==> config.mk <==
export PLATFORM = sky130hd
export DESIGN_NAME = chp_ram
export DESIGN_NICKNAME = d
export VERILOG_FILES = /design/src/design/chp_ram.sv
export SDC_FILE = /design/constraint.sdc
export NUM_CORES = 1
export LEC_CHECK = 0
export ABC_AREA = 1
export BUFFER_PORTS_ARGS = -buffer_cell sky130_fd_sc_hd__buf_2
export CAP_MARGIN = 40
export CORE_MARGIN = 3
export CORE_UTILIZATION = 58
export DETAILED_ROUTE_END_ITERATION = 7
export GPL_ROUTABILITY_DRIVEN = 0
export PLACE_DENSITY = 0.83
export SYNTH_ARGS = -nofsm -noshare
export SYNTH_HDL_FRONTEND = slang
export SYNTH_SLANG_ARGS = --single-unit
==> constraint.sdc <==
create_clock -name i_clk -period 1.2 [get_ports i_clk]
set_input_delay 0 -clock i_clk [delete_from_list [all_inputs] [get_ports i_clk]]
set_output_delay 0 -clock i_clk [all_outputs]
set_load 0.1 [all_outputs]
==> src/design/chp_ram.sv <==
// Simple dual-port synchronous RAM, one write and one registered read port.
module chp_ram #(
    parameter int DEPTH = 32,
    parameter int WIDTH = 8,
    parameter int AW    = 5
) (
    input  logic             i_clk,
    input  logic             i_we,
    input  logic [AW-1:0]    i_waddr,
    input  logic [WIDTH-1:0] i_wdata,
    input  logic [AW-1:0]    i_raddr,
    output logic [WIDTH-1:0] o_rdata
);

    logic [WIDTH-1:0] mem [0:DEPTH-1];
    logic [WIDTH-1:0] r_rdata;

    always_ff @(posedge i_clk) begin
        if (i_we) begin
            mem[i_waddr] <= i_wdata;
        end
    end

    always_ff @(posedge i_clk) begin
        r_rdata <= mem[i_raddr];
    end

    assign o_rdata = r_rdata;

endmodule

==> impl_metrics.py <==
metrics = {
    "global_routing": {
        "grt_pass1_vias": 7218,
        "grt_antenna_before_repair": 0,
        "grt_usage": 0.2495,
        "overflow": 0,
        "grt_pass1_wl_mm": 38.82,
        "grt_max_degree": 59,
    },
    "floorplan": {
        "die_x_um": 142.4,
        "pin_count": 28,
        "rows": 49,
        "die_area_um2": 20270,
        "die_height_um": 142.4,
        "core_um2": 18090,
        "start_util": 0.5964,
    },
    "synth": {
        "synth_top_area_share": 0.7127,
        "synth_edf_count": 256,
        "netlist_instances": 922,
        "synth_area_leaders": "edfxtp_1 71%, nand2_1 13%, nand3_1 9.5%",
        "netlist-cell-type-count": 12,
        "syn_nets": 942,
        "synth_top_area_cell": "edfxtp_1",
        "ys_seq_area_frac": 0.7275,
        "synth_ff_type": "edfxtp_1",
        "ys_top_cells_by_count": "360 x nand2_1, 256 x edfxtp_1, 204 x nand3_1",
        "postSynth.asyncResetShare": 0,
        "yosysMostFrequentCell": "nand2_1",
        "synth_area_per_cell_um2": 11.70,
        "synth-seq-cells": 264,
        "syn-cell-area_um2": 10790,
        "yosysWarnings": 0,
    },
    "clock_tree": {
        "clkLatencyLatePin_ps": 520,
        "numClockSinks": 264,
        "clockRootBuffer": "clkbuf_16",
        "cts_inserted_buffers": 26,
        "cts.htree.levels": 1,
        "cts_tree": "done",
        "path_clk_slew_ps": 60,
        "post_cts_buffers": 0,
        "clockBufferDepth": 3,
    },
    "flow_run": {
        "cap_violations": 0,
    },
    "sta": {
        "relSlewSlack": 0.7200,
        "period_needed_ps": 1174,
        "rsz0062_at_grt": "true",
        "clock.fmax_ghz": 0.8520,
        "setup_viol_count_final": 0,
        "clock-skew-final_ps": 6.303,
        "fin_crit_sh": 0.9781,
        "slew_violations": 0,
        "tns_ps": 0,
        "finalHoldViolations": 0,
        "worstMarginPinSlew_ps": 420.1,
    },
    "drt": {
        "vias": 7352,
        "wire_per_inst_um": 20.00,
        "viasPerCell": 5.868,
        "drc_errors": 0,
        "drtAntennaViolNets": 0,
        "drt_first_pass_iters": 5,
        "wl_met2_mm": 12.63,
        "drt-met1-wl_mm": 9.658,
        "drt-initial-drc-count": 811,
        "route.met3.wl_mm": 2.045,
        "drt_wl_total_mm": 25.06,
        "top_layer": "met4",
    },
    "worst_setup_path": {
        "worst-path-buf-inv": 0,
        "crit_fanout": 1,
        "critPathMaxStageDelay_ps": 370,
        "required_ps": 1610,
        "crit_type": "reg2reg",
        "cp_top_family": "simple AND/OR/NAND/NOR gates",
        "end_kind": "flip-flop",
        "worstSetupStartpointType": "flip-flop",
        "path_cells": "nand2_1 -> nand3_1 -> nand3_2 -> nand2_1 -> nand2_1 -> nand2_1 -> nand2_1 -> nand2_1",
        "slowest_stage": "edfxtp_1",
        "cp_common_cell": "nand2_1",
        "cp.arrival_ps": 1580,
    },
    "cells_and_area": {
        "regArea_um2": 7848,
        "finalNetCount": 1027,
        "layout-drive-gt1-share": 0.1416,
        "area_delta_synth_final_pct": 16.30,
        "n_fill_cell": 1175,
        "multi_input_area_um2": 2535,
        "diodes": 0,
        "stdcell_area_um2": 12540,
    },
    "placement": {
        "hpwl_mm": 15.44,
        "placed_area_um2": 11620,
        "place.port_buffers": 27,
    },
    "pwr": {
        "sw_frac_of_total": 0.2253,
        "power_frac_comb": 0.085,
        "p_leak_nw": 4.782,
        "pwr-share-seq": 0.530,
        "ir_worst_vdd_uv": 1218,
        "powerDensity_nw_per_um2": 1548,
        "p_int_mw": 15.04,
        "clockPowerShare": 0.385,
        "switching_power_mw": 4.375,
    },
    "run_status": {
        "status": "finished, final reports clean",
    },
    "min_path": {
        "hp-class": "in2reg",
    },
}
power by group through the flow:
stage / clock [mW] / combinational, mW / sequential, mW
after detailed placement: 0 / 1.57 / 10.5
after global routing: 7.90 / 1.79 / 10.3
final: 7.47 / 1.66 / 10.3
after global placement: 0 / 1.53 / 10.5
after floorplan: 0 / 0.739 / 10.7
after CTS: 7.54 / 1.63 / 10.3
stage by stage:
stage | setup WS [ps] | power [mW] | hold WS, ps | util | std cells
3_5_place_dp | -104.4 | 12.05 | 417.3 | 0.6425 | 1200
3_3_place_gp | -49.66 | 12.01 | 410.5 | 0.6425 | 1200
2_1_floorplan | 166.0 | 11.45 | 98.87 | - | 922
6_report | 26.26 | 19.41 | 23.10 | 0.6936 | 1253
5_1_grt | -23.87 | 19.98 | 19.79 | 0.6936 | 1253
4_1_cts | 4.972 | 19.46 | 4.677 | 0.6908 | 1253
layout by cell type (no fill, tap or decap), drive strengths merged:
cell         count
nand2          360
edfxtp         256
nand3          204
buf            101
clkbuf          33
nor2            32
clkinv          12
inv              9
dlygate4sd3      8
dfxtp            8
bufinv           1
cells by family after synthesis:
group | share of synthesized area
and+or+nand+nor | 0.2311
DFF | 0.7275
buffers and inverters | 0.04141
worst reg2reg max path, stage by stage (launching register included):
cell and delay [ps]:
edfxtp_1 370, nand2_1 80, nand3_1 110, nand3_2 100, nand2_1 60, nand2_1 90, nand2_1 70, nand2_1 120
nand2_1 70
layout make-up:
| type | count | area share |
|---|---|---|
| well taps | 229 | 0.02284 |
| clock buffers | 33 | 0.05566 |
| inverters | 10 | 0.003092 |
| repair buffers | 109 | 0.08478 |
| multi-input cells | 596 | 0.2021 |
| flip-flops and latches | 264 | 0.6256 |
| clock inverters | 12 | 0.005984 |
metal layers:
metal,GRT usage,vias up
met3,0.03931,61
met4,0.07754,0
met2,0.4318,404
met5,0,-
li1,-,3363
met1,0.3286,3524
worst paths after layout:
kind	slack (ps)	startpoint	endpoint	cells past startpoint
setup reg to reg	30	mem[13][7]$_DFFE_PP_	o_rdata[7]$_DFF_P_	8
hold / removal	20	i_wdata[0]	mem[30][0]$_DFFE_PP_	2
hold reg to reg	780	mem[26][0]$_DFFE_PP_	o_rdata[0]$_DFF_P_	8
setup / recovery	30	mem[13][7]$_DFFE_PP_	o_rdata[7]$_DFF_P_	8
sequential cells by signal, summed over array words and instances, names as in the netlist:
| register | count |
|---|---|
| mem | 256 |
| o_rdata | 8 |
what timing repair did:
item | CTS | global route
resized for setup | 8 | 13
setup endpoints to repair | 8 | 8
hold endpoints to repair | 110 | 0
hold buffers | 8 | 0
Note: power is estimated with default switching activity, not from simulation.
