--- src/design/chp_pkg.sv ---
// Shared types and constants of the chained hash slot pool.
package chp_pkg;

    // Field widths
    localparam int KEY_W      = 64;
    localparam int LEN_W      = 34;
    localparam int TMAX_W     = 40;
    localparam int OUT_SLOT_W = 5;
    localparam int CFG_IDX_W  = 1;

    // Hash: fold to one word, reduce HASH_DIGIT_W (4) bits per cycle
    localparam int HASH_WORD_W  = 32;
    localparam int HASH_DIGIT_W = 4;
    localparam int HASH_STEPS   = HASH_WORD_W / HASH_DIGIT_W;
    localparam int HASH_CNT_W   = $clog2(HASH_STEPS);

    // Configuration register indexes
    localparam logic [CFG_IDX_W-1:0] CFG_DEFAULT_CAP = 1'd0;
    localparam logic [CFG_IDX_W-1:0] CFG_HARD_LIMIT  = 1'd1;

    // Configuration reset values: 1 GiB and 10 GiB
    localparam logic [LEN_W-1:0] DEFAULT_CAP_RST = 34'h0_4000_0000;
    localparam logic [LEN_W-1:0] HARD_LIMIT_RST  = 34'h2_8000_0000;

    typedef enum logic [1:0] {
        REQ_APPEND  = 2'd0,
        REQ_QUERY   = 2'd1,
        REQ_RELEASE = 2'd2,
        REQ_BAD     = 2'd3
    } t_req;

    typedef enum logic [1:0] {
        ST_OK        = 2'd0,
        ST_INVALID   = 2'd1,
        ST_POOL_FULL = 2'd2,
        ST_EXCEEDS   = 2'd3
    } t_status;

    typedef enum logic [3:0] {
        S_CLEAR,
        S_IDLE,
        S_HASH,
        S_BKT_WAIT,
        S_WALK,
        S_RESOLVE,
        S_ALLOC,
        S_UNLINK,
        S_DONE
    } t_state;

endpackage

--- src/design/chp_hash.sv ---
// Bucket hash: folded key word reduced modulo the bucket count, a digit per cycle.
module chp_hash #(
    parameter int NUM_BUCKETS = 31
) (
    input  logic                               i_clk,
    input  logic                               i_rst_n,
    input  logic                               i_start,
    input  logic [chp_pkg::HASH_WORD_W-1:0]    i_word,
    output logic                               o_done,
    output logic [((NUM_BUCKETS > 1) ? $clog2(NUM_BUCKETS) : 1)-1:0] o_bucket
);

    localparam int BW = (NUM_BUCKETS > 1) ? $clog2(NUM_BUCKETS) : 1;
    localparam logic [BW:0] MODULUS = (BW + 1)'(NUM_BUCKETS);

    logic                              r_busy;
    logic                              r_done;
    logic [chp_pkg::HASH_CNT_W-1:0]    r_cnt;
    logic [chp_pkg::HASH_WORD_W-1:0]   r_word;
    logic [BW-1:0]                     r_rem;
    logic [BW-1:0]                     n_rem;
    logic [BW:0]                       step_t;

    // Shift in one digit: remainder stays below the modulus after each bit
    always_comb begin
        n_rem  = r_rem;
        step_t = '0;
        for (int i = 0; i < chp_pkg::HASH_DIGIT_W; i++) begin
            step_t = {n_rem, r_word[chp_pkg::HASH_WORD_W-1-i]};
            if (step_t >= MODULUS) begin
                step_t = step_t - MODULUS;
            end
            n_rem = step_t[BW-1:0];
        end
    end

    // Control
    always_ff @(posedge i_clk) begin
        if (!i_rst_n) begin
            r_busy <= 1'b0;
            r_done <= 1'b0;
            r_cnt  <= '0;
        end else begin
            r_done <= 1'b0;
            if (i_start) begin
                r_busy <= 1'b1;
                r_cnt  <= chp_pkg::HASH_CNT_W'(chp_pkg::HASH_STEPS - 1);
            end else if (r_busy) begin
                if (r_cnt == '0) begin
                    r_busy <= 1'b0;
                    r_done <= 1'b1;
                end else begin
                    r_cnt <= r_cnt - 1'b1;
                end
            end
        end
    end

    // Datapath
    always_ff @(posedge i_clk) begin
        if (i_start) begin
            r_word <= i_word;
            r_rem  <= '0;
        end else if (r_busy) begin
            r_word <= r_word << chp_pkg::HASH_DIGIT_W;
            r_rem  <= n_rem;
        end
    end

    assign o_done   = r_done;
    assign o_bucket = r_rem;

endmodule

--- config.mk ---
export PLATFORM = sky130hd
export DESIGN_NAME = chp_hash
export DESIGN_NICKNAME = d
export VERILOG_FILES = /design/src/design/chp_pkg.sv /design/src/design/chp_hash.sv
export SDC_FILE = /design/constraint.sdc
export NUM_CORES = 1
export LEC_CHECK = 0
export BUFFER_PORTS_ARGS = -buffer_cell sky130_fd_sc_hd__buf_2
export CORE_ASPECT_RATIO = 0.5
export CORE_MARGIN = 5
export CORE_UTILIZATION = 57
export DETAILED_ROUTE_END_ITERATION = 10
export PLACE_DENSITY_LB_ADDON = 0.2
export SETUP_SLACK_MARGIN = 0.5
export SLEW_MARGIN = 25
export SYNTH_ARGS = -nofsm -noshare
export SYNTH_HDL_FRONTEND = slang
export SYNTH_SLANG_ARGS = --single-unit
--- constraint.sdc ---
create_clock -name i_clk -period 5.8 [get_ports i_clk]
set_clock_uncertainty 0.1 [all_clocks]
set_input_delay 1.74 -clock i_clk [delete_from_list [all_inputs] [get_ports i_clk]]
set_output_delay 1.74 -clock i_clk [all_outputs]
set_load 0.1 [all_outputs]
==> summary.txt <==
hold buffers post-CTS: 0
worst reg2reg setup slack: 1.07 ns
Tightest Pin Transition: 0.793 ns
WHS: 0.418 ns
Post-synth EDFFs: 32
fin nets: 301
relative slew slack: 0.471
vias: 1,844
Max-Cap Viols: 0
syn nets: 263
CTS max path bufs: 2
Detailed Place HPWL: 3.59 mm
sw power: 0.275 mW
initial antenna violation count: 0
All-Layer GR Usage: 0.168
Flop pwr share: 0.476
slowest CP cell: dfxtp_1
Critical Path End Type: register
antenna fix cells: 0
Crit Path Max Fanout: 8
CP Data Required Time: 5.92 ns
clk sinks: 42
Ports: 41
synthesized cell area: 0.00266 mm^2
buffers added on ports: 40
ratio of cells with drive above 1 in the final layout: 0.398
crit path capture: o_bucket[1]$_SDFFE_PP0P_
drt first pass iters: 6
Crit path depth: 17
CP startpoint: o_bucket[0]$_SDFFE_PP0P_
DRT met1 WL: 2.12 mm
RSZ-0062 raised after global routing: no
die width: 107 um
CORE AREA: 0.00445 mm^2
syn_area_per_cell: 12.0 um^2
# DRC: 0
clock-pin slew on the worst setup and hold paths: 0.08 ns
Die H: 58.3 um
CP Cell Sequence: ha_1, a41oi_4, xnor2_1, ha_1, nand3_1, o22ai_2, a21boi_4, nor2_1, xnor2_2, ha_1, o221ai_2, o21ai_2, xor2_1, ha_1, o2111ai_4, and4b_1, nor4_2
crit-path max cell delay: 0.47 ns
DRT iter0 DRCs: 85
Worst VDD drop: 0.185 mV
largest net degree at the start of global routing: 41
sequential fraction of the synthesis area: 0.437
Worst-Skew Late Latency: 0.30 ns
final WL: 4.90 mm
GPL Wtd Cong: 0.888
final setup vio count: 0
#FFs+latches synth: 42
Yosys warnings: 0
critical path buffer and inverter count: 0
cell count after placement: 310
vias per cell: 5.80
first-pass GRT wire length: 8.29 mm
Crit path top cell by count: ha_1
placed cell areas: 0.00284 mm^2
register area: 0.00116 mm^2
fraction of registers with async set/reset: 0
P_leak: 1.14 nW
Arr. time, crit path: 4.85 ns
post-route cell area: 0.00293 mm^2
Setup Buffers After CTS: 0
Worst R2R Start: o_bucket[0]$_SDFFE_PP0P_
area used by multi-input combinational logic: 0.00139 mm^2
CTS Buf Count: 5
vias in the first global route: 1,852
Synth-to-Final Area Change: 10.3%
H-tree depth: 2
row count: 17
Clk pwr share: 0.233
Max Fclk: 211 MHz
P_int: 0.544 mW
WL met3: 255 um
die area: 0.00621 mm^2
switching share of total power: 0.336
routed length per instance: 15.4 um
CTS tree: built
Final Cycle Share: 0.816
Post-DRT Antenna Nets: 0
Synth Instances: 222
Comb power frac: 0.291
setup TNS after final layout: 0 ns
initial core utilization: 0.598
total congestion overflow: 0
dominant synthesized flop cell: edfxtp_1
root buf cell: clkbuf_8
outcome: completed
critical path class: reg2reg
Final min period: 4.73 ns
Non-Filler Instances: 318
final slew viol count: 0
power density over cell area: 279 mW/mm^2
Hold Crit Class: reg2reg
met2 wire length: 2.43 mm
crit-path leading delay family: compound AO/OA/AOI/OAI gates
# resized after CTS: 0
top routing layer in use: met4
CP startpoint kind: register
Netlist cell types: 62
filler cell count: 339
reg2reg path depth: 17
R2R Path End: o_bucket[1]$_SDFFE_PP0P_
Final Hold Fails: 0
[registers in the layout, indices dropped and copies added (netlist names)]
register / flops
r_word: 32
o_done: 1
r_cnt: 3
o_bucket: 5
r_busy: 1
[cells in the mapped netlist (4+ instances only)]
| cell | number | area [um^2] |
|---|---|---|
| a211oi_1 | 4 | 30.0 |
| a21oi_1 | 5 | 25.0 |
| and2_1 | 8 | 50.1 |
| buf_6 | 4 | 45.0 |
| dfxtp_1 | 10 | 200 |
| edfxtp_1 | 32 | 961 |
| ha_1 | 6 | 75.1 |
| inv_1 | 4 | 15.0 |
| mux2_2 | 29 | 327 |
| mux2i_1 | 6 | 60.1 |
| nand2_1 | 14 | 52.6 |
| nand3_1 | 7 | 35.0 |
| nor2_1 | 10 | 37.5 |
| nor3_1 | 4 | 20.0 |
| o211a_1 | 4 | 40.0 |
| o21ai_0 | 7 | 35.0 |
[through the flow]
stage               setup slack [ns]  power, mW  utilization
CTS                             1.06      0.825        0.659
finish                          1.07      0.819        0.659
global placement                1.40      0.626        0.639
detailed placement              1.11      0.635        0.639
global route                   0.609      0.864        0.659
floorplan                      0.946      0.589            -
[power groups by stage]
stage / logic [mW] / clock network, mW / registers, mW
2_1_floorplan: 0.174 / 0 / 0.416
3_3_place_gp: 0.231 / 0 / 0.395
3_5_place_dp: 0.238 / 0 / 0.397
4_1_cts: 0.239 / 0.196 / 0.390
5_1_grt: 0.260 / 0.209 / 0.395
6_report: 0.239 / 0.190 / 0.390
[kinds of logic (layout without fill, tap and decap cells)]
group | count (synthesis) | count (layout) | share of synthesized area
adders and majority gates | 6 | 6 | 0.0282
and+or+nand+nor | 70 | 70 | 0.152
muxes | 37 | 37 | 0.157
AOI/OAI and AO/OA | 50 | 50 | 0.172
buffers and inverters | 13 | 52 | 0.0386
DFF | 42 | 42 | 0.437
xor gates and xnor gates | 4 | 4 | 0.0160
[worst min path at each step]
stage	start	endpoint	slack, ns	cells after the start
6_report	r_cnt[1]$_SDFFE_PN0P_	r_cnt[1]$_SDFFE_PN0P_	0.42	1
2_1_floorplan	r_cnt[1]$_SDFFE_PN0P_	r_cnt[1]$_SDFFE_PN0P_	0.37	1
3_5_place_dp	r_cnt[1]$_SDFFE_PN0P_	r_cnt[1]$_SDFFE_PN0P_	0.39	1
4_1_cts	r_cnt[1]$_SDFFE_PN0P_	r_cnt[1]$_SDFFE_PN0P_	0.42	1
3_3_place_gp	r_cnt[1]$_SDFFE_PN0P_	r_cnt[1]$_SDFFE_PN0P_	0.38	1
5_1_grt	r_cnt[1]$_SDFFE_PN0P_	r_cnt[1]$_SDFFE_PN0P_	0.46	1
[worst reg2reg max path, delay by kind of cell, from the launching register on]
family / cells / cell delay (ns)
AOI/OAI and AO/OA: 6 / 1.40
adders and majority gates: 4 / 1.26
and+or+nand+nor: 4 / 0.65
xor gates and xnor gates: 3 / 0.77
DFF: 1 / 0.47
[routing by layer]
| layer | vias up | track usage |
|---|---|---|
| li1 | 932 | - |
| met1 | 861 | 0.192 |
| met2 | 43 | 0.298 |
| met3 | 8 | 0.0467 |
| met4 | 0 | 0.0747 |
| met5 | - | 0 |
[final cells by class]
cell class                      instances  share of cell area
Multi-Input combinational cell        167               0.475
Sequential cell                        42               0.396
Timing Repair Buffer                   40              0.0683
Tap cell                               57              0.0243
Clock buffer                            5              0.0235
Clock inverter                          3             0.00726
Inverter                                4             0.00512
[cells in the final DEF (no fill, tap or decap), drive strengths merged, types with 4 or more instances in the layout]
cell    count
nor2       10
and3        4
buf        40
nand3       9
nor3        5
mux2i       6
clkbuf      5
ha          6
nand2      15
o211a       5
and2        8
a21oi       5
edfxtp     32
o211ai      4
dfxtp      10
inv         4
o21ai      12
mux2       31
a211oi      4
No activity file was read; power rests on OpenSTA's default activity.
